[src/rtl/core/met_pkg.sv]
// ----------------------------------------------------------------------------
// met_pkg
// Shared types, constants and helpers of the escape-time pixel unit.
// ----------------------------------------------------------------------------
package met_pkg;

   localparam int FRAC_BITS_DEF = 28;
   localparam int SIDE_BITS_DEF = 10;
   localparam int ITER_BITS_DEF = 16;

   localparam int WORD_W   = 32;
   localparam int SAT_W    = 66;
   localparam int WIDTH_W  = 11;
   localparam int STEP_W   = 31;
   localparam int LIMIT_W  = 16;
   localparam int OUT_IT_W = 16;
   localparam int COLOR_W  = 3;

   localparam logic [COLOR_W-1:0] COLOR_INSIDE = 3'd6;
   localparam logic [COLOR_W-1:0] COLOR_LAST   = 3'd5;

   localparam int QUEUE_DEPTH = 2;
   localparam int CNT_W       = $clog2(QUEUE_DEPTH + 1);
   localparam int PTR_W       = (QUEUE_DEPTH > 1) ? $clog2(QUEUE_DEPTH) : 1;

   localparam int CSR_ADDR_W = 5;
   localparam int CSR_DATA_W = 32;
   localparam int CSR_IDX_W  = 3;

   localparam logic [CSR_IDX_W-1:0] REG_IMAGE_WIDTH  = 3'd0;
   localparam logic [CSR_IDX_W-1:0] REG_IMAGE_HEIGHT = 3'd1;
   localparam logic [CSR_IDX_W-1:0] REG_STEP         = 3'd2;
   localparam logic [CSR_IDX_W-1:0] REG_X_CENTER     = 3'd3;
   localparam logic [CSR_IDX_W-1:0] REG_Y_CENTER     = 3'd4;
   localparam logic [CSR_IDX_W-1:0] REG_MAX_ITER     = 3'd5;

   localparam logic signed [WORD_W-1:0] WORD_MAX = 32'sh7FFF_FFFF;
   localparam logic signed [WORD_W-1:0] WORD_MIN = 32'sh8000_0000;

   typedef struct packed {
      logic [WIDTH_W-1:0]        image_width;
      logic [WIDTH_W-1:0]        image_height;
      logic [STEP_W-1:0]         step;
      logic signed [WORD_W-1:0]  x_center;
      logic signed [WORD_W-1:0]  y_center;
      logic [LIMIT_W-1:0]        max_iterations;
   } cfg_type;

   typedef struct packed {
      logic signed [WORD_W-1:0] cr;
      logic signed [WORD_W-1:0] ci;
      logic                     inside_now;
   } point_type;

   typedef struct packed {
      logic                 empty;
      logic [CNT_W-1:0]     count;
   } queue_status_type;

   typedef struct packed {
      logic                 valid;
      logic                 escaped;
      logic [OUT_IT_W-1:0]  iterations;
      logic [COLOR_W-1:0]   color;
   } rsp_type;

   typedef enum logic [1:0] {
      BACK_IDLE,
      BACK_MUL,
      BACK_UPD
   } back_state_type;

   function automatic logic signed [WORD_W-1:0] sat_word(input logic signed [SAT_W-1:0] v);
      logic signed [WORD_W-1:0] r;
      if (v > SAT_W'(WORD_MAX)) begin
         r = WORD_MAX;
      end else if (v < SAT_W'(WORD_MIN)) begin
         r = WORD_MIN;
      end else begin
         r = v[WORD_W-1:0];
      end
      return r;
   endfunction

endpackage

[src/rtl/core/met_queue.sv]
// ----------------------------------------------------------------------------
// met_queue
// Short first-in first-out queue of mapped points between front and back.
// ----------------------------------------------------------------------------
module met_queue (
   input  logic                        clock,
   input  logic                        reset,
   input  logic                        push,
   input  met_pkg::point_type          push_data,
   input  logic                        pop,
   output met_pkg::point_type          head,
   output met_pkg::queue_status_type   qstat
);

   localparam int DEPTH = met_pkg::QUEUE_DEPTH;
   localparam int CW    = met_pkg::CNT_W;
   localparam int PW    = met_pkg::PTR_W;

   met_pkg::point_type   entry_ff [DEPTH];
   logic [PW-1:0]        wr_ptr_ff;
   logic [PW-1:0]        wr_ptr_in;
   logic [PW-1:0]        rd_ptr_ff;
   logic [PW-1:0]        rd_ptr_in;
   logic [CW-1:0]        count_ff;
   logic [CW-1:0]        count_in;

   assign head        = entry_ff[rd_ptr_ff];
   assign qstat.empty = (count_ff == '0);
   assign qstat.count = count_ff;

   always_comb begin
      wr_ptr_in = wr_ptr_ff;
      rd_ptr_in = rd_ptr_ff;
      count_in  = count_ff;
      if (push) begin
         wr_ptr_in = (wr_ptr_ff == PW'(DEPTH - 1)) ? '0 : wr_ptr_ff + PW'(1);
      end
      if (pop) begin
         rd_ptr_in = (rd_ptr_ff == PW'(DEPTH - 1)) ? '0 : rd_ptr_ff + PW'(1);
      end
      priority if (push && !pop) begin
         count_in = count_ff + CW'(1);
      end else if (pop && !push) begin
         count_in = count_ff - CW'(1);
      end
   end

   always_ff @(posedge clock) begin
      if (reset) begin
         wr_ptr_ff <= '0;
         rd_ptr_ff <= '0;
         count_ff  <= '0;
      end else begin
         wr_ptr_ff <= wr_ptr_in;
         rd_ptr_ff <= rd_ptr_in;
         count_ff  <= count_in;
      end
   end

   always_ff @(posedge clock) begin
      if (push) begin
         entry_ff[wr_ptr_ff] <= push_data;
      end
   end

   a_no_overflow: assert property (@(posedge clock) disable iff (reset)
      push |-> (count_ff != CW'(DEPTH)) || pop)
      else $error("queue written while full");

   a_no_underflow: assert property (@(posedge clock) disable iff (reset)
      pop |-> count_ff != '0)
      else $error("queue read while empty");

endmodule

[config.mk]
export PLATFORM = sky130hd
export DESIGN_NAME = met_queue
export DESIGN_NICKNAME = d
export VERILOG_FILES = /design/src/rtl/core/met_pkg.sv /design/src/rtl/core/met_queue.sv
export SDC_FILE = /design/constraint.sdc
export NUM_CORES = 1
export LEC_CHECK = 0
export ABC_AREA = 1
export BUFFER_PORTS_ARGS = -buffer_cell sky130_fd_sc_hd__buf_2
export CAP_MARGIN = 25
export CORE_MARGIN = 2
export CORE_UTILIZATION = 55
export CTS_CLUSTER_DIAMETER = 100
export DETAILED_ROUTE_END_ITERATION = 10
export PLACE_DENSITY = 0.86
export SLEW_MARGIN = 20
export SYNTH_ARGS = -nofsm -noshare
export SYNTH_HDL_FRONTEND = slang
export SYNTH_SLANG_ARGS = --single-unit
[constraint.sdc]
create_clock -name clock -period 5.7 [get_ports clock]
set_input_delay 0.855 -clock clock [delete_from_list [all_inputs] [get_ports clock]]
set_output_delay 0.855 -clock clock [all_outputs]
set_load 0.02 [all_outputs]
==> reports/qor.log <==
INFO  outcome        outcome=finished, final reports clean
INFO  synth          post_synth_xor_area_fraction=0.00171
INFO  flow_run       timing.max_cap.violations=0
INFO  clock_network  clock_insertion_delay_worst_skew=510ps
INFO  setup_path     critical_path.top_delay_family=flip-flops
INFO  synth          yosysUniqueCellTypes=16
INFO  clock_network  cts-hold-fix-buffers=0
INFO  synth          synth.cell_area=5120um^2
INFO  timing         finalCritPeriodShare=0.510
INFO  final_layout   most_common_cell_after_layout_fill_and_taps_aside=sky130_fd_sc_hd__buf_2
INFO  placed_design  placement.io_buffers=136
INFO  clock_network  tritoncts_num_sinks=135
INFO  timing         timing.setup.tns=0ps
INFO  floorplan      starting_density=0.559
INFO  synth          yosysWarnings=0
INFO  setup_path     crit_path_end_kind=output pin
INFO  setup_path     cp_data_arrival_time=2050ps
INFO  setup_path     crit_type=reg2out
INFO  route          drt_drc_violations_left=0
INFO  placed_design  globalplace.congestion=0.731
INFO  clock_network  cts_tree=yes
INFO  floorplan      rows=35
INFO  setup_path     path_buf_inv=2
INFO  synth          ys_ff_latch=135
INFO  power_and_ir_drop ir_worst_vdd=0.000286V
INFO  synth          synth-simple-area-share=0.0112
INFO  floorplan      die-width=100um
INFO  route          detail_route.wirelength=8.74mm
INFO  synth          syn_area_per_cell=21.9um^2
INFO  floorplan      core=9150um^2
INFO  synth          synth.yosys.seq_area_share=0.782
INFO  route          ant_nets=0
INFO  timing         grt_setup_unrepaired=false
INFO  clock_network  cts_max_level=4
INFO  synth          post_synth_main_area_contributors=sky130_fd_sc_hd__edfxtp_1, sky130_fd_sc_hd__mux2_4, sky130_fd_sc_hd__mux2_2
INFO  synth          synth_top_family_by_area=multiplexers
INFO  final_layout   fill_cells=571
INFO  setup_path     worst_path_max_delay_cell=sky130_fd_sc_hd__dfxtp_4
INFO  final_layout   drive_gt1_frac=0.592
INFO  setup_path     critPathLaunchType=register
INFO  synth          synth.area.mux_share=0.180
INFO  synth          leading_area_contributor_after_synthesis=sky130_fd_sc_hd__edfxtp_1
INFO  route          drt_first_iter_violations=118
INFO  grt            grt_overall_usage=0.176
INFO  final_layout   final_core_util=0.715
INFO  final_layout   layout.cells.most_common_list=sky130_fd_sc_hd__buf_2, sky130_fd_sc_hd__edfxtp_1, sky130_fd_sc_hd__mux2_4, sky130_fd_sc_hd__clkbuf_16, sky130_fd_sc_hd__mux2_2
INFO  floorplan      design.die.area=10100um^2
INFO  setup_path     critPathMaxFanout=37
INFO  min_path       min_path_type=reg2reg
INFO  setup_path     cp_data_required_time=4850ps
INFO  clock_network  cts_post_setup_buffers_inserted=0
INFO  synth          synth_adder_area_share=0.00244
INFO  power_and_ir_drop power.density_cell_area=396nW/um^2
INFO  synth          synth.net_count=304
INFO  route          via_count=2623
INFO  final_layout   antennaDiodeCount=0
INFO  floorplan      io_pins=137
INFO  synth          synth_compound_area_frac=0.00196
INFO  timing         worst_relative_slew_slack=0.502
INFO  timing         min_tclk_post_route=2910ps
INFO  clock_network  cts_buffers=17
INFO  setup_path     critical_path.cell_chain=buf_16 -> mux2_2 -> buf_2
INFO  timing         finalHoldViolCount=0
INFO  timing         finalClockSkew=5.20ps
INFO  floorplan      die_height=100um
INFO  clock_network  count_of_cells_resized_by_post_cts_repair=0
INFO  grt            global_route_wire_length_before_repair=13.1mm
INFO  clock_network  root_buffer=sky130_fd_sc_hd__clkbuf_8
INFO  clock_network  clockBufferDepth=2
INFO  timing         fmax=344MHz
INFO  timing         number_of_setup_violations_in_the_final_report=0
INFO  grt            antenna_violations_before_repair=0
INFO  timing         maxSlewViolCount=0
INFO  setup_path     cp_slowest_stage_delay=680ps
INFO  route          via_per_inst=5.16
INFO  final_layout   area_growth_synth_to_finish=27.8%
INFO  timing         tightest_slew=745ps
INFO  grt            grt_start_max_net_pins=41
INFO  grt            first_global_vias=2697
INFO  route          avgRoutedWirePerCell=17.2um
INFO  synth          synthCells=234
INFO  grt            grt_overflow=0
INFO  final_layout   layout.nets=455
INFO  power_and_ir_drop power.leakage=2.64nW
INFO  route          firstDrtPassIters=4
INFO  placed_design  detailed_place_hpwl=5.67mm
INFO  clock_network  path_clk_slew=50ps
INFO  synth          synth.top_cell.area_share=0.763
-- area by class of cell --
cell class,count,area (um^2),share of cell area
clock inverters,13,203,0.0310
inverters,9,33.8,0.00517
well taps,111,139,0.0212
clock buffers,18,418,0.0639
flip-flops and latches,135,4010,0.613
repair buffers,139,723,0.111
multi-input cells,83,1020,0.155
-- registers in the layout (all words and copies together) (netlist names), named ones only --
| register | flops |
|---|---|
| count_ff | 2 |
| entry_ff | 130 |
| rd_ptr_ff | 1 |
| wr_ptr_ff | 1 |
-- synthesized netlist by cell type --
| master | instances |
|---|---|
| sky130_fd_sc_hd__a21oi_1 | 1 |
| sky130_fd_sc_hd__buf_2 | 1 |
| sky130_fd_sc_hd__buf_6 | 6 |
| sky130_fd_sc_hd__dfxtp_1 | 5 |
| sky130_fd_sc_hd__edfxtp_1 | 130 |
| sky130_fd_sc_hd__ha_1 | 1 |
| sky130_fd_sc_hd__inv_1 | 9 |
| sky130_fd_sc_hd__mux2_2 | 15 |
| sky130_fd_sc_hd__mux2_4 | 50 |
| sky130_fd_sc_hd__nand2_1 | 5 |
| sky130_fd_sc_hd__nand3_1 | 1 |
| sky130_fd_sc_hd__nand4_1 | 1 |
| sky130_fd_sc_hd__nor2_1 | 6 |
| sky130_fd_sc_hd__nor3_1 | 1 |
| sky130_fd_sc_hd__o21ai_0 | 1 |
| sky130_fd_sc_hd__xnor2_1 | 1 |
-- tightest hold or removal path, delay by kind of cell, from the launching register on --
kind          cells  cell delay (ps)
xor+xnor          1               80
simple gates      1               70
flops             1              320
-- per-stage QoR --
| stage | instance area [um^2] | worst slack (ps) | power (mW) | hold WS, ps | instances |
|---|---|---|---|---|---|
| final | 6540 | 2790 | 2.59 | 513 | 508 |
| after floorplan | 5120 | 1590 | 1.38 | 480 | 234 |
| after global routing | 6540 | 2700 | 2.68 | 509 | 508 |
| after CTS | 6540 | 2750 | 2.62 | 508 | 508 |
| after detailed placement | 5920 | 3050 | 1.48 | 502 | 477 |
| after global placement | 5890 | 3110 | 1.47 | 492 | 476 |
-- layer usage --
metal  GRT usage  share of wire
met1       0.197           0.39
met2       0.306           0.53
met3      0.0617          0.064
met4      0.0759          0.015
met5           0              0
-- power by group --
group / internal [mW] / leakage (nW) / switching (mW)
clock: 0.751 / 0.304 / 0.386
sequential: 1.15 / 1.26 / 0.0257
combinational: 0.129 / 1.07 / 0.153
total: 2.03 / 2.64 / 0.564
-- worst paths after layout --
check                                                 end              startpoint  slack [ps]  cells after the start
worst min register to register     rd_ptr_ff$_SDFFE_PP0P_  rd_ptr_ff$_SDFFE_PP0P_         510                      2
worst max-delay path                             head[45]                register        2790                      3
worst min-delay path               rd_ptr_ff$_SDFFE_PP0P_  rd_ptr_ff$_SDFFE_PP0P_         510                      2
worst max register to register  entry_ff[0][19]$_DFFE_PP_  wr_ptr_ff$_SDFFE_PP0P_        3760                      2
-- logic make-up (layout without fill, tap and decap cells) --
group                      after synthesis  count (layout)
and+or+nand+nor                         14              14
DFF                                    135             135
AOI/OAI and AO/OA                        2               2
xor gates and xnor gates                 1               1
adders and majority gates                1               1
buffers and inverters                   16             179
muxes                                   65              65
Power figures use the tool's default switching activity.
