==> config.mk <==
export PLATFORM = sky130hd
export DESIGN_NAME = met_csr
export DESIGN_NICKNAME = d
export VERILOG_FILES = /design/src/rtl/core/met_pkg.sv /design/src/rtl/core/met_csr.sv
export SDC_FILE = /design/constraint.sdc
export NUM_CORES = 1
export LEC_CHECK = 0
export ABC_CLOCK_PERIOD_IN_PS = 1250
export BUFFER_PORTS_ARGS = -buffer_cell sky130_fd_sc_hd__buf_2
export CAP_MARGIN = 20
export CORE_MARGIN = 4
export CORE_UTILIZATION = 46
export DETAILED_ROUTE_END_ITERATION = 6
export HOLD_SLACK_MARGIN = 0.03
export PLACE_DENSITY_LB_ADDON = 0.25
export SKIP_LAST_GASP = 1
export SLEW_MARGIN = 20
export SYNTH_ARGS = -nofsm -noshare
export SYNTH_HDL_FRONTEND = slang
export SYNTH_SLANG_ARGS = --single-unit
==> constraint.sdc <==
create_clock -name clock -period 1.25 [get_ports clock]
set_input_delay 0.25 -clock clock [delete_from_list [all_inputs] [get_ports clock]]
set_output_delay 0.25 -clock clock [all_outputs]
set_load 0.05 [all_outputs]
==> src/rtl/core/met_pkg.sv <==
// ----------------------------------------------------------------------------
// met_pkg
// Shared types, constants and helpers of the escape-time pixel unit.
// ----------------------------------------------------------------------------
package met_pkg;

   localparam int FRAC_BITS_DEF = 28;
   localparam int SIDE_BITS_DEF = 10;
   localparam int ITER_BITS_DEF = 16;

   localparam int WORD_W   = 32;
   localparam int SAT_W    = 66;
   localparam int WIDTH_W  = 11;
   localparam int STEP_W   = 31;
   localparam int LIMIT_W  = 16;
   localparam int OUT_IT_W = 16;
   localparam int COLOR_W  = 3;

   localparam logic [COLOR_W-1:0] COLOR_INSIDE = 3'd6;
   localparam logic [COLOR_W-1:0] COLOR_LAST   = 3'd5;

   localparam int QUEUE_DEPTH = 2;
   localparam int CNT_W       = $clog2(QUEUE_DEPTH + 1);
   localparam int PTR_W       = (QUEUE_DEPTH > 1) ? $clog2(QUEUE_DEPTH) : 1;

   localparam int CSR_ADDR_W = 5;
   localparam int CSR_DATA_W = 32;
   localparam int CSR_IDX_W  = 3;

   localparam logic [CSR_IDX_W-1:0] REG_IMAGE_WIDTH  = 3'd0;
   localparam logic [CSR_IDX_W-1:0] REG_IMAGE_HEIGHT = 3'd1;
   localparam logic [CSR_IDX_W-1:0] REG_STEP         = 3'd2;
   localparam logic [CSR_IDX_W-1:0] REG_X_CENTER     = 3'd3;
   localparam logic [CSR_IDX_W-1:0] REG_Y_CENTER     = 3'd4;
   localparam logic [CSR_IDX_W-1:0] REG_MAX_ITER     = 3'd5;

   localparam logic signed [WORD_W-1:0] WORD_MAX = 32'sh7FFF_FFFF;
   localparam logic signed [WORD_W-1:0] WORD_MIN = 32'sh8000_0000;

   typedef struct packed {
      logic [WIDTH_W-1:0]        image_width;
      logic [WIDTH_W-1:0]        image_height;
      logic [STEP_W-1:0]         step;
      logic signed [WORD_W-1:0]  x_center;
      logic signed [WORD_W-1:0]  y_center;
      logic [LIMIT_W-1:0]        max_iterations;
   } cfg_type;

   typedef struct packed {
      logic signed [WORD_W-1:0] cr;
      logic signed [WORD_W-1:0] ci;
      logic                     inside_now;
   } point_type;

   typedef struct packed {
      logic                 empty;
      logic [CNT_W-1:0]     count;
   } queue_status_type;

   typedef struct packed {
      logic                 valid;
      logic                 escaped;
      logic [OUT_IT_W-1:0]  iterations;
      logic [COLOR_W-1:0]   color;
   } rsp_type;

   typedef enum logic [1:0] {
      BACK_IDLE,
      BACK_MUL,
      BACK_UPD
   } back_state_type;

   function automatic logic signed [WORD_W-1:0] sat_word(input logic signed [SAT_W-1:0] v);
      logic signed [WORD_W-1:0] r;
      if (v > SAT_W'(WORD_MAX)) begin
         r = WORD_MAX;
      end else if (v < SAT_W'(WORD_MIN)) begin
         r = WORD_MIN;
      end else begin
         r = v[WORD_W-1:0];
      end
      return r;
   endfunction

endpackage

==> src/rtl/core/met_csr.sv <==
// ----------------------------------------------------------------------------
// met_csr
// Configuration registers behind an APB-style port, read back in place.
// ----------------------------------------------------------------------------
module met_csr (
   input  logic                               clock,
   input  logic                               reset,
   input  logic                               csr_psel,
   input  logic                               csr_penable,
   input  logic                               csr_pwrite,
   input  logic [met_pkg::CSR_ADDR_W-1:0]     csr_paddr,
   input  logic [met_pkg::CSR_DATA_W-1:0]     csr_pwdata,
   output logic [met_pkg::CSR_DATA_W-1:0]     csr_prdata,
   output logic                               csr_pready,
   output met_pkg::cfg_type                   cfg
);

   met_pkg::cfg_type                  cfg_ff;
   met_pkg::cfg_type                  cfg_in;
   logic [met_pkg::CSR_IDX_W-1:0]     index;
   logic                              wr_en;

   assign index      = csr_paddr[met_pkg::CSR_ADDR_W-1:2];
   assign wr_en      = csr_psel & csr_penable & csr_pwrite;
   assign csr_pready = 1'b1;
   assign cfg        = cfg_ff;

   always_comb begin
      cfg_in = cfg_ff;
      if (wr_en) begin
         unique case (index)
            met_pkg::REG_IMAGE_WIDTH:  cfg_in.image_width  = csr_pwdata[met_pkg::WIDTH_W-1:0];
            met_pkg::REG_IMAGE_HEIGHT: cfg_in.image_height = csr_pwdata[met_pkg::WIDTH_W-1:0];
            met_pkg::REG_STEP:         cfg_in.step         = csr_pwdata[met_pkg::STEP_W-1:0];
            met_pkg::REG_X_CENTER:     cfg_in.x_center     = csr_pwdata;
            met_pkg::REG_Y_CENTER:     cfg_in.y_center     = csr_pwdata;
            met_pkg::REG_MAX_ITER:     cfg_in.max_iterations = csr_pwdata[met_pkg::LIMIT_W-1:0];
            default: ;
         endcase
      end
   end

   always_comb begin
      unique case (index)
         met_pkg::REG_IMAGE_WIDTH:  csr_prdata = 32'(cfg_ff.image_width);
         met_pkg::REG_IMAGE_HEIGHT: csr_prdata = 32'(cfg_ff.image_height);
         met_pkg::REG_STEP:         csr_prdata = 32'(cfg_ff.step);
         met_pkg::REG_X_CENTER:     csr_prdata = cfg_ff.x_center;
         met_pkg::REG_Y_CENTER:     csr_prdata = cfg_ff.y_center;
         met_pkg::REG_MAX_ITER:     csr_prdata = 32'(cfg_ff.max_iterations);
         default:                   csr_prdata = '0;
      endcase
   end

   always_ff @(posedge clock) begin
      if (reset) begin
         cfg_ff.image_width    <= 11'd80;
         cfg_ff.image_height   <= 11'd24;
         cfg_ff.step           <= 31'd13421773;
         cfg_ff.x_center       <= '0;
         cfg_ff.y_center       <= '0;
         cfg_ff.max_iterations <= 16'd100;
      end else begin
         cfg_ff <= cfg_in;
      end
   end

endmodule

==> flow_metrics.env <==
export IMPL_rows=42
export IMPL_dp_slack_ps=-539
export IMPL_nets=1053
export IMPL_placed_cells=1126
export IMPL_design_area_sq_um=11900
export IMPL_viasPerCell=6.04
export IMPL_ys_seq_area_share_pct=41.9
export IMPL_dieWidth_microns=125
export IMPL_fin_ws_ps=-571
export IMPL_first_iter_violations=737
export IMPL_cp_arrival_ps=1570
export IMPL_grt_max_degree=79
export IMPL_powerDensity_nw_per_um2=925
export IMPL_placed_area_sq_um=8840
export IMPL_synth_area_per_cell_sq_um=9.18
export IMPL_dr_pass1_iters=5
export IMPL_largest_register_ffs=133
export IMPL_critical_path_class="flop to output pin"
export IMPL_drc=0
export IMPL_cts_max_level=4
export IMPL_grt_total_usage_pct=33.3
export IMPL_slew_violations=0
export IMPL_swShare_pct=26.3
export IMPL_first_global_vias=7508
export IMPL_grt_ovfl_total=0
export IMPL_antenna_left=0
export IMPL_ctsLongestPathBuffers=2
export IMPL_worstPathRequired_ps=1000
export IMPL_diodes=0
export IMPL_grt_first_pass_wirelength_microns=41800
export IMPL_end_kind="output pin"
export IMPL_outcome="finished, violations left"
export IMPL_holdBufCountCts=0
export IMPL_tns_ps=-14110
export IMPL_die_area_sq_um=15700
export IMPL_syn2layout_area_growth_pct=87.6
export IMPL_antenna_found_initial=0
export IMPL_clk_pin_slew_ps=60
export IMPL_min_period_over_period_pct=146
export IMPL_ys_warn_count=0
export IMPL_post_route_min_period_ps=1820
export IMPL_slowest_stage="dfxtp_2"
export IMPL_hold_path_class="input port to flop"
export IMPL_max_cap_viol_count=0
export IMPL_ir_worst_vdd_v=0.000881
export IMPL_insertion_delay_ps=420
export IMPL_ctsRootBufferMaster="clkbuf_16"
export IMPL_wl_per_cell_microns=24.5
export IMPL_start_util_pct=47.4
export IMPL_drt_total_wl_microns=29400
export IMPL_finClkSkew_ps=0
export IMPL_mappedNetlistArea_sq_um=6350
export IMPL_hpwl_microns=15400
export IMPL_cts_sinks=133
export IMPL_p_sw_uw=2890
export IMPL_synthCells=692
export IMPL_power_frac_comb_pct=15.0
export IMPL_rsz0062_at_grt="yes"
export IMPL_path_cells="mux2_4 -> a32oi_2 -> o211ai_1 -> buf_4"
export IMPL_max_freq_mhz=549
export IMPL_ys_seq_elements=133
export IMPL_setup_violations=77
export IMPL_cts_inserted_buffers=17
export IMPL_num_vias=7248
export IMPL_p_seq_share_pct=39.0
export IMPL_fill_cells=576
export IMPL_core_area_sq_um=13400
export IMPL_crit_fanout=2
export IMPL_slowest_delay_ps=330
export IMPL_clockPowerShare_pct=46.0
export IMPL_cts_tree="built"
export IMPL_die_h_microns=125
export IMPL_violations="negative setup slack"
export IMPL_hold_viol=0
export IMPL_leakagePower_uw=0.00526
export IMPL_gp_congestion=0.876
export IMPL_ys_types=40
export IMPL_io_pins=208
export IMPL_syn_nets=734
export IMPL_finalNonFillerCells=1200
export IMPL_utilization_pct=88.9
export IMPL_port_buffers=204
export IMPL_intPower_uw=8130
export IMPL_critPathLaunchType="flop"
export IMPL_drive_above_1_share_pct=61.6
## area by class of cell
type	instances	area (sq um)	area share, %
clock inverter	9	100	0.840
sequential	133	2840	23.9
inverter	4	15.0	0.126
timing repair buffer	367	4240	35.6
tap	176	220	1.85
clock buffer	23	488	4.10
multi-input combinational	488	4010	33.6
## kinds of logic after synthesis
family	synth area share, %
other cells	0.0591
mux	18.6
compound gates	14.9
simple gates	18.6
flops	41.9
buf+inv	5.91
## power groups by stage
stage	combinational [uW]	sequential, uW	clock [uW]
finish	1650	4300	5070
global route	1700	4300	5280
CTS	1510	4310	5030
detailed placement	1230	4390	0
global placement	1210	4390	0
floorplan	675	4510	0
## stage by stage
| step | hold slack, ps | power (uW) |
|---|---|---|
| 6_report | 85.4 | 11000 |
| 5_1_grt | 92.3 | 11300 |
| 4_1_cts | 73.8 | 10900 |
| 3_5_place_dp | 463 | 5620 |
| 3_3_place_gp | 448 | 5600 |
| 2_1_floorplan | 368 | 5180 |
## cell usage in the layout (no fill, tap or decap), drive strengths merged, types with 3 or more instances in the layout
cell	instances
buf	361
dfxtp	133
mux2i	101
nand2b	94
o21ai	67
a21oi	53
nand3	52
clkbuf	29
nand2	22
nor2	17
mux2	13
a211o	11
and3	10
o22ai	9
a22oi	6
clkinv	5
a32oi	4
o211ai	4
inv	4
nor2b	4
a221o	3
o32ai	3
## Yosys cell counts
| cell | number | area share, % |
|---|---|---|
| buf_1 | 1 | 0.059 |
| o32ai_1 | 3 | 0.41 |
| inv_1 | 4 | 0.24 |
| nand2b_1 | 94 | 9.3 |
| a21oi_1 | 53 | 4.2 |
| and2_1 | 1 | 0.099 |
| buf_12 | 1 | 0.32 |
| nand2_1 | 20 | 1.2 |
| or3_1 | 2 | 0.20 |
| conb_1 | 1 | 0.059 |
| o21ai_0 | 67 | 5.3 |
| buf_2 | 17 | 1.3 |
| nand2_2 | 2 | 0.20 |
| nor2b_1 | 3 | 0.30 |
| o22ai_1 | 9 | 0.89 |
| nor2b_4 | 1 | 0.22 |
| buf_4 | 9 | 1.1 |
| a32o_1 | 1 | 0.16 |
| nor2_4 | 1 | 0.18 |
| and4_1 | 1 | 0.14 |
| or2_1 | 1 | 0.099 |
| and3_1 | 10 | 0.99 |
| a221o_1 | 3 | 0.47 |
| nand3b_1 | 2 | 0.24 |
| nor3b_2 | 1 | 0.20 |
| nand4_1 | 1 | 0.099 |
| nor2_1 | 16 | 0.95 |
| mux2i_1 | 101 | 16 |
| clkbuf_1 | 34 | 2.0 |
| mux4_2 | 1 | 0.35 |
| dfxtp_1 | 133 | 42 |
| and4b_4 | 1 | 0.22 |
| buf_6 | 5 | 0.89 |
| a211o_1 | 11 | 1.5 |
| a22oi_1 | 6 | 0.71 |
| a32oi_1 | 4 | 0.55 |
| o211ai_1 | 4 | 0.47 |
| mux2_2 | 13 | 2.3 |
| o31ai_1 | 2 | 0.24 |
| nand3_1 | 52 | 4.1 |
## critical path, delay by kind of cell (launching register included)
kind / cells / cell delay [ps]
muxes: 1 / 270
buffers and inverters: 1 / 210
AOI/OAI and AO/OA: 2 / 340
DFF: 1 / 330
## final timing paths
check                                     from            end  slack, ps  cells past startpoint
worst min-delay path            csr_pwdata[16]        cfg[64]         90                      3
worst min register to register        cfg[123]       cfg[123]        500                      2
worst max register to register         cfg[10]        cfg[10]        290                      5
worst max-delay path                   cfg[87]  csr_prdata[7]       -570                      4
## timing repair
item	CTS	global route
setup endpoints to repair	191	204
buffers inserted	27	31
pin swaps	24	10
gates cloned	5	5
gates resized for setup	488	109
## metal layers
layer / global-route usage (%) / vias up / share of wire, %
met3: 7.16 / 144 / 7.8
li1: - / 3107 / -
met1: 37.3 / 3529 / 35
met2: 58.0 / 468 / 51
met4: 19.3 / 0 / 6.0
met5: 0 / - / 0
No activity file was read; power rests on OpenSTA's default activity.
