[config.mk]
export PLATFORM = sky130hd
export DESIGN_NAME = met_front
export DESIGN_NICKNAME = d
export VERILOG_FILES = /design/src/rtl/core/met_pkg.sv /design/src/rtl/core/met_front.sv
export SDC_FILE = /design/constraint.sdc
export NUM_CORES = 2
export LEC_CHECK = 0
export BUFFER_PORTS_ARGS = -buffer_cell sky130_fd_sc_hd__buf_2
export CELL_PAD_IN_SITES_DETAIL_PLACEMENT = 0
export CELL_PAD_IN_SITES_GLOBAL_PLACEMENT = 1
export CORE_MARGIN = 2
export CORE_UTILIZATION = 50
export DETAILED_ROUTE_END_ITERATION = 7
export PLACE_DENSITY_LB_ADDON = 0.1
export SLEW_MARGIN = 20
export SYNTH_ARGS = -nofsm -noshare
export SYNTH_HDL_FRONTEND = slang
export SYNTH_SLANG_ARGS = --single-unit
[constraint.sdc]
create_clock -name clock -period 7.95 [get_ports clock]
set_input_delay 0.795 -clock clock [delete_from_list [all_inputs] [get_ports clock]]
set_output_delay 0.795 -clock clock [all_outputs]
set_load 0.01 [all_outputs]
[src/rtl/core/met_pkg.sv]
// ----------------------------------------------------------------------------
// met_pkg
// Shared types, constants and helpers of the escape-time pixel unit.
// ----------------------------------------------------------------------------
package met_pkg;

   localparam int FRAC_BITS_DEF = 28;
   localparam int SIDE_BITS_DEF = 10;
   localparam int ITER_BITS_DEF = 16;

   localparam int WORD_W   = 32;
   localparam int SAT_W    = 66;
   localparam int WIDTH_W  = 11;
   localparam int STEP_W   = 31;
   localparam int LIMIT_W  = 16;
   localparam int OUT_IT_W = 16;
   localparam int COLOR_W  = 3;

   localparam logic [COLOR_W-1:0] COLOR_INSIDE = 3'd6;
   localparam logic [COLOR_W-1:0] COLOR_LAST   = 3'd5;

   localparam int QUEUE_DEPTH = 2;
   localparam int CNT_W       = $clog2(QUEUE_DEPTH + 1);
   localparam int PTR_W       = (QUEUE_DEPTH > 1) ? $clog2(QUEUE_DEPTH) : 1;

   localparam int CSR_ADDR_W = 5;
   localparam int CSR_DATA_W = 32;
   localparam int CSR_IDX_W  = 3;

   localparam logic [CSR_IDX_W-1:0] REG_IMAGE_WIDTH  = 3'd0;
   localparam logic [CSR_IDX_W-1:0] REG_IMAGE_HEIGHT = 3'd1;
   localparam logic [CSR_IDX_W-1:0] REG_STEP         = 3'd2;
   localparam logic [CSR_IDX_W-1:0] REG_X_CENTER     = 3'd3;
   localparam logic [CSR_IDX_W-1:0] REG_Y_CENTER     = 3'd4;
   localparam logic [CSR_IDX_W-1:0] REG_MAX_ITER     = 3'd5;

   localparam logic signed [WORD_W-1:0] WORD_MAX = 32'sh7FFF_FFFF;
   localparam logic signed [WORD_W-1:0] WORD_MIN = 32'sh8000_0000;

   typedef struct packed {
      logic [WIDTH_W-1:0]        image_width;
      logic [WIDTH_W-1:0]        image_height;
      logic [STEP_W-1:0]         step;
      logic signed [WORD_W-1:0]  x_center;
      logic signed [WORD_W-1:0]  y_center;
      logic [LIMIT_W-1:0]        max_iterations;
   } cfg_type;

   typedef struct packed {
      logic signed [WORD_W-1:0] cr;
      logic signed [WORD_W-1:0] ci;
      logic                     inside_now;
   } point_type;

   typedef struct packed {
      logic                 empty;
      logic [CNT_W-1:0]     count;
   } queue_status_type;

   typedef struct packed {
      logic                 valid;
      logic                 escaped;
      logic [OUT_IT_W-1:0]  iterations;
      logic [COLOR_W-1:0]   color;
   } rsp_type;

   typedef enum logic [1:0] {
      BACK_IDLE,
      BACK_MUL,
      BACK_UPD
   } back_state_type;

   function automatic logic signed [WORD_W-1:0] sat_word(input logic signed [SAT_W-1:0] v);
      logic signed [WORD_W-1:0] r;
      if (v > SAT_W'(WORD_MAX)) begin
         r = WORD_MAX;
      end else if (v < SAT_W'(WORD_MIN)) begin
         r = WORD_MIN;
      end else begin
         r = v[WORD_W-1:0];
      end
      return r;
   endfunction

endpackage

[src/rtl/core/met_front.sv]
// ----------------------------------------------------------------------------
// met_front
// Takes pixel commands, maps row and column to the point c and tags
// points with a zero iteration limit, then pushes them to the queue.
// ----------------------------------------------------------------------------
module met_front #(
   parameter int SIDE_BITS = met_pkg::SIDE_BITS_DEF,
   parameter int ITER_BITS = met_pkg::ITER_BITS_DEF
) (
   input  logic                        clock,
   input  logic                        reset,
   input  logic                        start,
   output logic                        busy,
   input  logic [SIDE_BITS-1:0]        row,
   input  logic [SIDE_BITS-1:0]        col,
   input  met_pkg::cfg_type            cfg,
   input  met_pkg::queue_status_type   qstat,
   output logic                        push,
   output met_pkg::point_type          push_data
);

   localparam int SW0 = (SIDE_BITS + 1 > met_pkg::WIDTH_W) ? SIDE_BITS + 1 : met_pkg::WIDTH_W;
   localparam int DW  = SW0 + 2;
   localparam int PW  = DW + met_pkg::WORD_W;
   localparam int IW  = met_pkg::CNT_W + 1;

   logic                   accept;
   logic [IW-1:0]          inflight;
   logic [DW-1:0]          col_x2;
   logic [DW-1:0]          row_x2;
   logic [DW-1:0]          wd;
   logic [DW-1:0]          hd;
   logic                   s1_valid_ff;
   logic signed [DW-1:0]   dx_ff;
   logic signed [DW-1:0]   dy_ff;
   logic signed [DW-1:0]   dx_in;
   logic signed [DW-1:0]   dy_in;
   logic                   s2_valid_ff;
   logic signed [PW-1:0]   hx_ff;
   logic signed [PW-1:0]   hy_ff;
   logic signed [PW-1:0]   hx_in;
   logic signed [PW-1:0]   hy_in;
   logic signed [PW-1:0]   step_s;
   logic signed [met_pkg::WORD_W-1:0] ci_half;
   logic [ITER_BITS+met_pkg::LIMIT_W-1:0] limit_x;

   // credits: items in the front pipe plus queued ones never exceed the queue
   assign inflight = IW'(s1_valid_ff) + IW'(s2_valid_ff) + IW'(qstat.count);
   assign busy     = inflight >= IW'(met_pkg::QUEUE_DEPTH);
   assign accept   = start & ~busy;

   assign col_x2 = {{(DW-SIDE_BITS-1){1'b0}}, col, 1'b0};
   assign row_x2 = {{(DW-SIDE_BITS-1){1'b0}}, row, 1'b0};
   assign wd     = {{(DW-met_pkg::WIDTH_W){1'b0}}, cfg.image_width};
   assign hd     = {{(DW-met_pkg::WIDTH_W){1'b0}}, cfg.image_height};
   assign dx_in  = $signed(col_x2 - wd + DW'(1));
   assign dy_in  = $signed(hd - row_x2 - DW'(1));

   // offsets are kept in half pixels, then halved with floor
   assign step_s = $signed(PW'(cfg.step));
   assign hx_in  = (PW'(dx_ff) * step_s) >>> 1;
   assign hy_in  = (PW'(dy_ff) * step_s) >>> 1;

   assign ci_half = met_pkg::sat_word(met_pkg::SAT_W'(hy_ff) + met_pkg::SAT_W'(cfg.y_center));
   assign limit_x = {{ITER_BITS{1'b0}}, cfg.max_iterations};

   assign push                 = s2_valid_ff;
   assign push_data.cr         = met_pkg::sat_word(met_pkg::SAT_W'(hx_ff)
                                                   + met_pkg::SAT_W'(cfg.x_center));
   assign push_data.ci         = met_pkg::sat_word(met_pkg::SAT_W'(ci_half)
                                                   + met_pkg::SAT_W'(ci_half));
   assign push_data.inside_now = (limit_x[ITER_BITS-1:0] == '0);

   always_ff @(posedge clock) begin
      if (reset) begin
         s1_valid_ff <= 1'b0;
         s2_valid_ff <= 1'b0;
      end else begin
         s1_valid_ff <= accept;
         s2_valid_ff <= s1_valid_ff;
      end
   end

   always_ff @(posedge clock) begin
      if (accept) begin
         dx_ff <= dx_in;
         dy_ff <= dy_in;
      end
      if (s1_valid_ff) begin
         hx_ff <= hx_in;
         hy_ff <= hy_in;
      end
   end

endmodule

==> metrics.sh <==
SETUP_REPAIR_AFTER_GLOBAL_ROUTING_MISSED_ITS_MARGIN='false'
GRT.OVERFLOW.TOTAL=0
YOSYSUNIQUECELLTYPES=84
CTS_TREE='yes'
CTS-HTREE-LEVELS=4
CLK_LATENCY_PS=470
GRT_FIRST_PASS_WIRELENGTH_UM=146000
MAPPEDNETLISTAREA_MM2=0.0354
COUNT_OF_FILLER_CELLS_INSERTED_IN_THE_LAYOUT=6680
CTS_HOLD_BUFS=0
FINAL_CRITICAL_PATH_SETUP_SLACK_PS=569
CTS-BUFFERS-INSERTED=17
POST_DRT_VIA_CELL_RATIO=5.39
SYNTHCELLS=3895
SYNTH-SEQ-AREA-SHARE=0.0977
INITIAL_CORE_UTIL=0.505
PRE_CTS_SLACK_PS=307
SYNTH-SEQ-CELLS=116
OUTCOME='completed'
FINALWORSTPATHREQUIREDPERIOD_PS=7380
YS_WARN_COUNT=0
STD_CELL_ROWS=97
ANT_NETS=0
TIGHTEST_SLEW_PS=1110
POSTSYNTH.ASYNCRESETSHARE=0
FINALSETUPVIOLATIONS=0
ELEMENT_TYPE_AT_THE_CRITICAL_PATH_END='register'
SLEW_VIOLATIONS=0
DIEAREA_MM2=0.0730
CLK_PIN_SLEW_PS=60
CRIT_PATH_TOP_DELAY_CELL='edfxtp_1'
FINALWEIGHTEDCONGESTION=0.863
NETLIST.TOP_CELL.BY_AREA='fa_1'
SYNTH.AVG_CELL_AREA_UM2=9.10
MIN_PERIOD_OVER_PERIOD=0.928
MIN_PATH_TYPE='in2reg'
SYNTH.AREA.TOP_CELLS='fa_1, ha_1, edfxtp_1, inv_1, and2_1'
DIE_Y_UM=270
IOPINCOUNT=226
DRIVE_ABOVE_1_SHARE=0.0928
CLOCK_TREE.BUFFER_DEPTH=2
START_KIND='register'
IO_BUFFER_COUNT=224
CP_MAX_FO=20
SYNTH_ENABLE_FLOP_CELLS=114
CLOCK_SKEW_PS=13.1
CTS.REPAIR.RESIZED=0
CP_CELL_SEQUENCE='and2_1 -> fa_1 -> inv_1 -> fa_1 -> inv_1 -> fa_1 -> fa_1 -> fa_1 -> fa_1 -> ha_1 -> a21o_1 -> a21o_1 -> a21oi_1 -> o21ai_0 -> a31oi_1 -> a31oi_1 -> a211oi_1 -> o31ai_1 -> a221o_1 -> a21oi_1 -> xnor2_1'
COREAREA_MM2=0.0701
PIN_COUNT_OF_THE_BIGGEST_NET_ENTERING_GLOBAL_ROUTING=79
DRC_ERRORS=0
FINAL_NET_COUNT=5230
FINALWIRELENGTH_UM=87400
SYNTH.NET_COUNT=5073
POSTCTSSETUPBUFFERS=0
VIA_COUNT_OF_THE_FIRST_GLOBAL_ROUTING_PASS=28400
CTS_NUM_SINKS=116
SLOWEST_DELAY_PS=760
REG_AREA_MM2=0.00347
WL_PER_CELL_UM=17.5
MAXCAPVIOLCOUNT=0
SETUP_TNS_PS=0
FIRST_ITER_VIOLATIONS=1236
GRT_ANTENNA_BEFORE_REPAIR=5
COMBINED_AREA_OF_THE_MULTI_INPUT_LOGIC_CELLS_MM2=0.0292
SYN_TO_FINAL_GROWTH_PCT=8.41
DIE_WIDTH_UM=270
DRT-PASS1-ITER-COUNT=5
POST-DP-HPWL_UM=71800
TIMING_LIMITED_MAXIMUM_FREQUENCY_MHz=135
FINAL_COMMON_CELL='fa_1'
PATH_COMMON_CELL='fa_1'
CTSROOTBUFFERMASTER='clkbuf_16'
GRT_USAGE=0.249
CRITICAL_PATH_ARRIVAL_PS=7610
TIMING_WORST_SETUP_PATH_TYPE='reg2reg'
LAYOUT.CELLS.MOST_COMMON_LIST='fa_1, inv_1, nand2_1'
ROUTED-VIA-COUNT=27000
FINAL_HOLD_VIOL_COUNT=0
POST-SYNTH-TOP-AREA-FRACTION=0.363
MAX-SLEW-MARGIN-REL=0.260
REQUIRED_TIME_AT_THE_ENDPOINT_OF_THE_CRITICAL_PATH_PS=8180
SYNTHFLOPTYPE='edfxtp_1'
## worst max-delay path, delay by kind of cell (launching register included)
kind	cells	cell delay [ps]
AO/OA/AOI/OAI	10	2520
XOR/XNOR	1	80
adder cells (fa/ha/maj)	7	3290
buffers and inverters	2	100
flip-flops	1	760
AND/OR/NAND/NOR	1	350
## final timing paths
| check | startpoint | end | cells past startpoint | slack, ps |
|---|---|---|---|---|
| max reg2reg | dy_ff[1] | hy_ff[43] | 21 | 570 |
| max | dy_ff[1] | hy_ff[43] | 21 | 570 |
| min | reset | s1_valid_ff | 2 | 480 |
| min reg2reg | s1_valid_ff | hx_ff[38] | 0 | 590 |
## cells by family (layout without fill, tap and decap cells)
family	Yosys count	after routing	synth area share
DFF	116	116	0.0977
AOI/OAI and AO/OA	570	570	0.104
and+or+nand+nor	1259	1259	0.177
xor gates and xnor gates	174	174	0.0430
buffers and inverters	750	919	0.0803
other	0	2	0
adders and majority gates	1019	1019	0.496
muxes	7	7	0.00205
## per-layer routing
| metal | part of all wire | track usage | vias up |
|---|---|---|---|
| met5 | 0.00065 | 0 | - |
| met1 | 0.45 | 0.335 | 13500 |
| li1 | - | - | 12900 |
| met3 | 0.054 | 0.0473 | 87 |
| met4 | 0.015 | 0.0500 | 10 |
| met2 | 0.48 | 0.422 | 506 |
## synth_stat cells, drive strengths merged (4+ instances only)
cell type	instances
a2111oi	4
a211o	5
a211oi	24
a21boi	10
a21o	75
a21oi	158
a221o	5
a221oi	4
a311oi	6
a31oi	21
a41oi	6
and2	328
and3	22
and4	7
buf	6
clkbuf	173
edfxtp	114
fa	642
ha	377
inv	571
mux2i	5
nand2	543
nand2b	40
nand3	40
nand4	25
nor2	95
nor2b	74
nor3	33
nor4	13
nor4b	6
o2111ai	4
o211ai	16
o21a	27
o21ai	138
o21bai	19
o221ai	5
o22ai	4
o311ai	4
o31a	5
o31ai	8
or2	5
or3	12
xnor2	101
xor2	73
## registers in the layout, summed over array words and instances (netlist names)
register,cells
hx_ff,44
hy_ff,44
dy_ff,13
push,1
dx_ff,13
s1_valid_ff,1
## metrics by stage
stage          cells   util  hold WS [ps]  area [um^2]
4_1_cts         5003  0.547           441        38400
3_5_place_dp    4972  0.539           580        37800
2_1_floorplan   3895      -           867        35400
3_3_place_gp    4972  0.539           575        37800
6_report        5006  0.548           480        38400
5_1_grt         5004  0.548           460        38400
## final cells by class
cell class              count  area share
diodes                      2    0.000130
repair buffers            317      0.0489
multi-input cells        3029       0.759
inverters                 571      0.0558
well taps                 940      0.0306
clock buffers              17      0.0111
clock inverters            14     0.00407
flip-flops and latches    116      0.0903
Power is left out: the tool's default activity adds up to more than one toggle a clock period on the data nets, which glitch-free logic cannot reach.
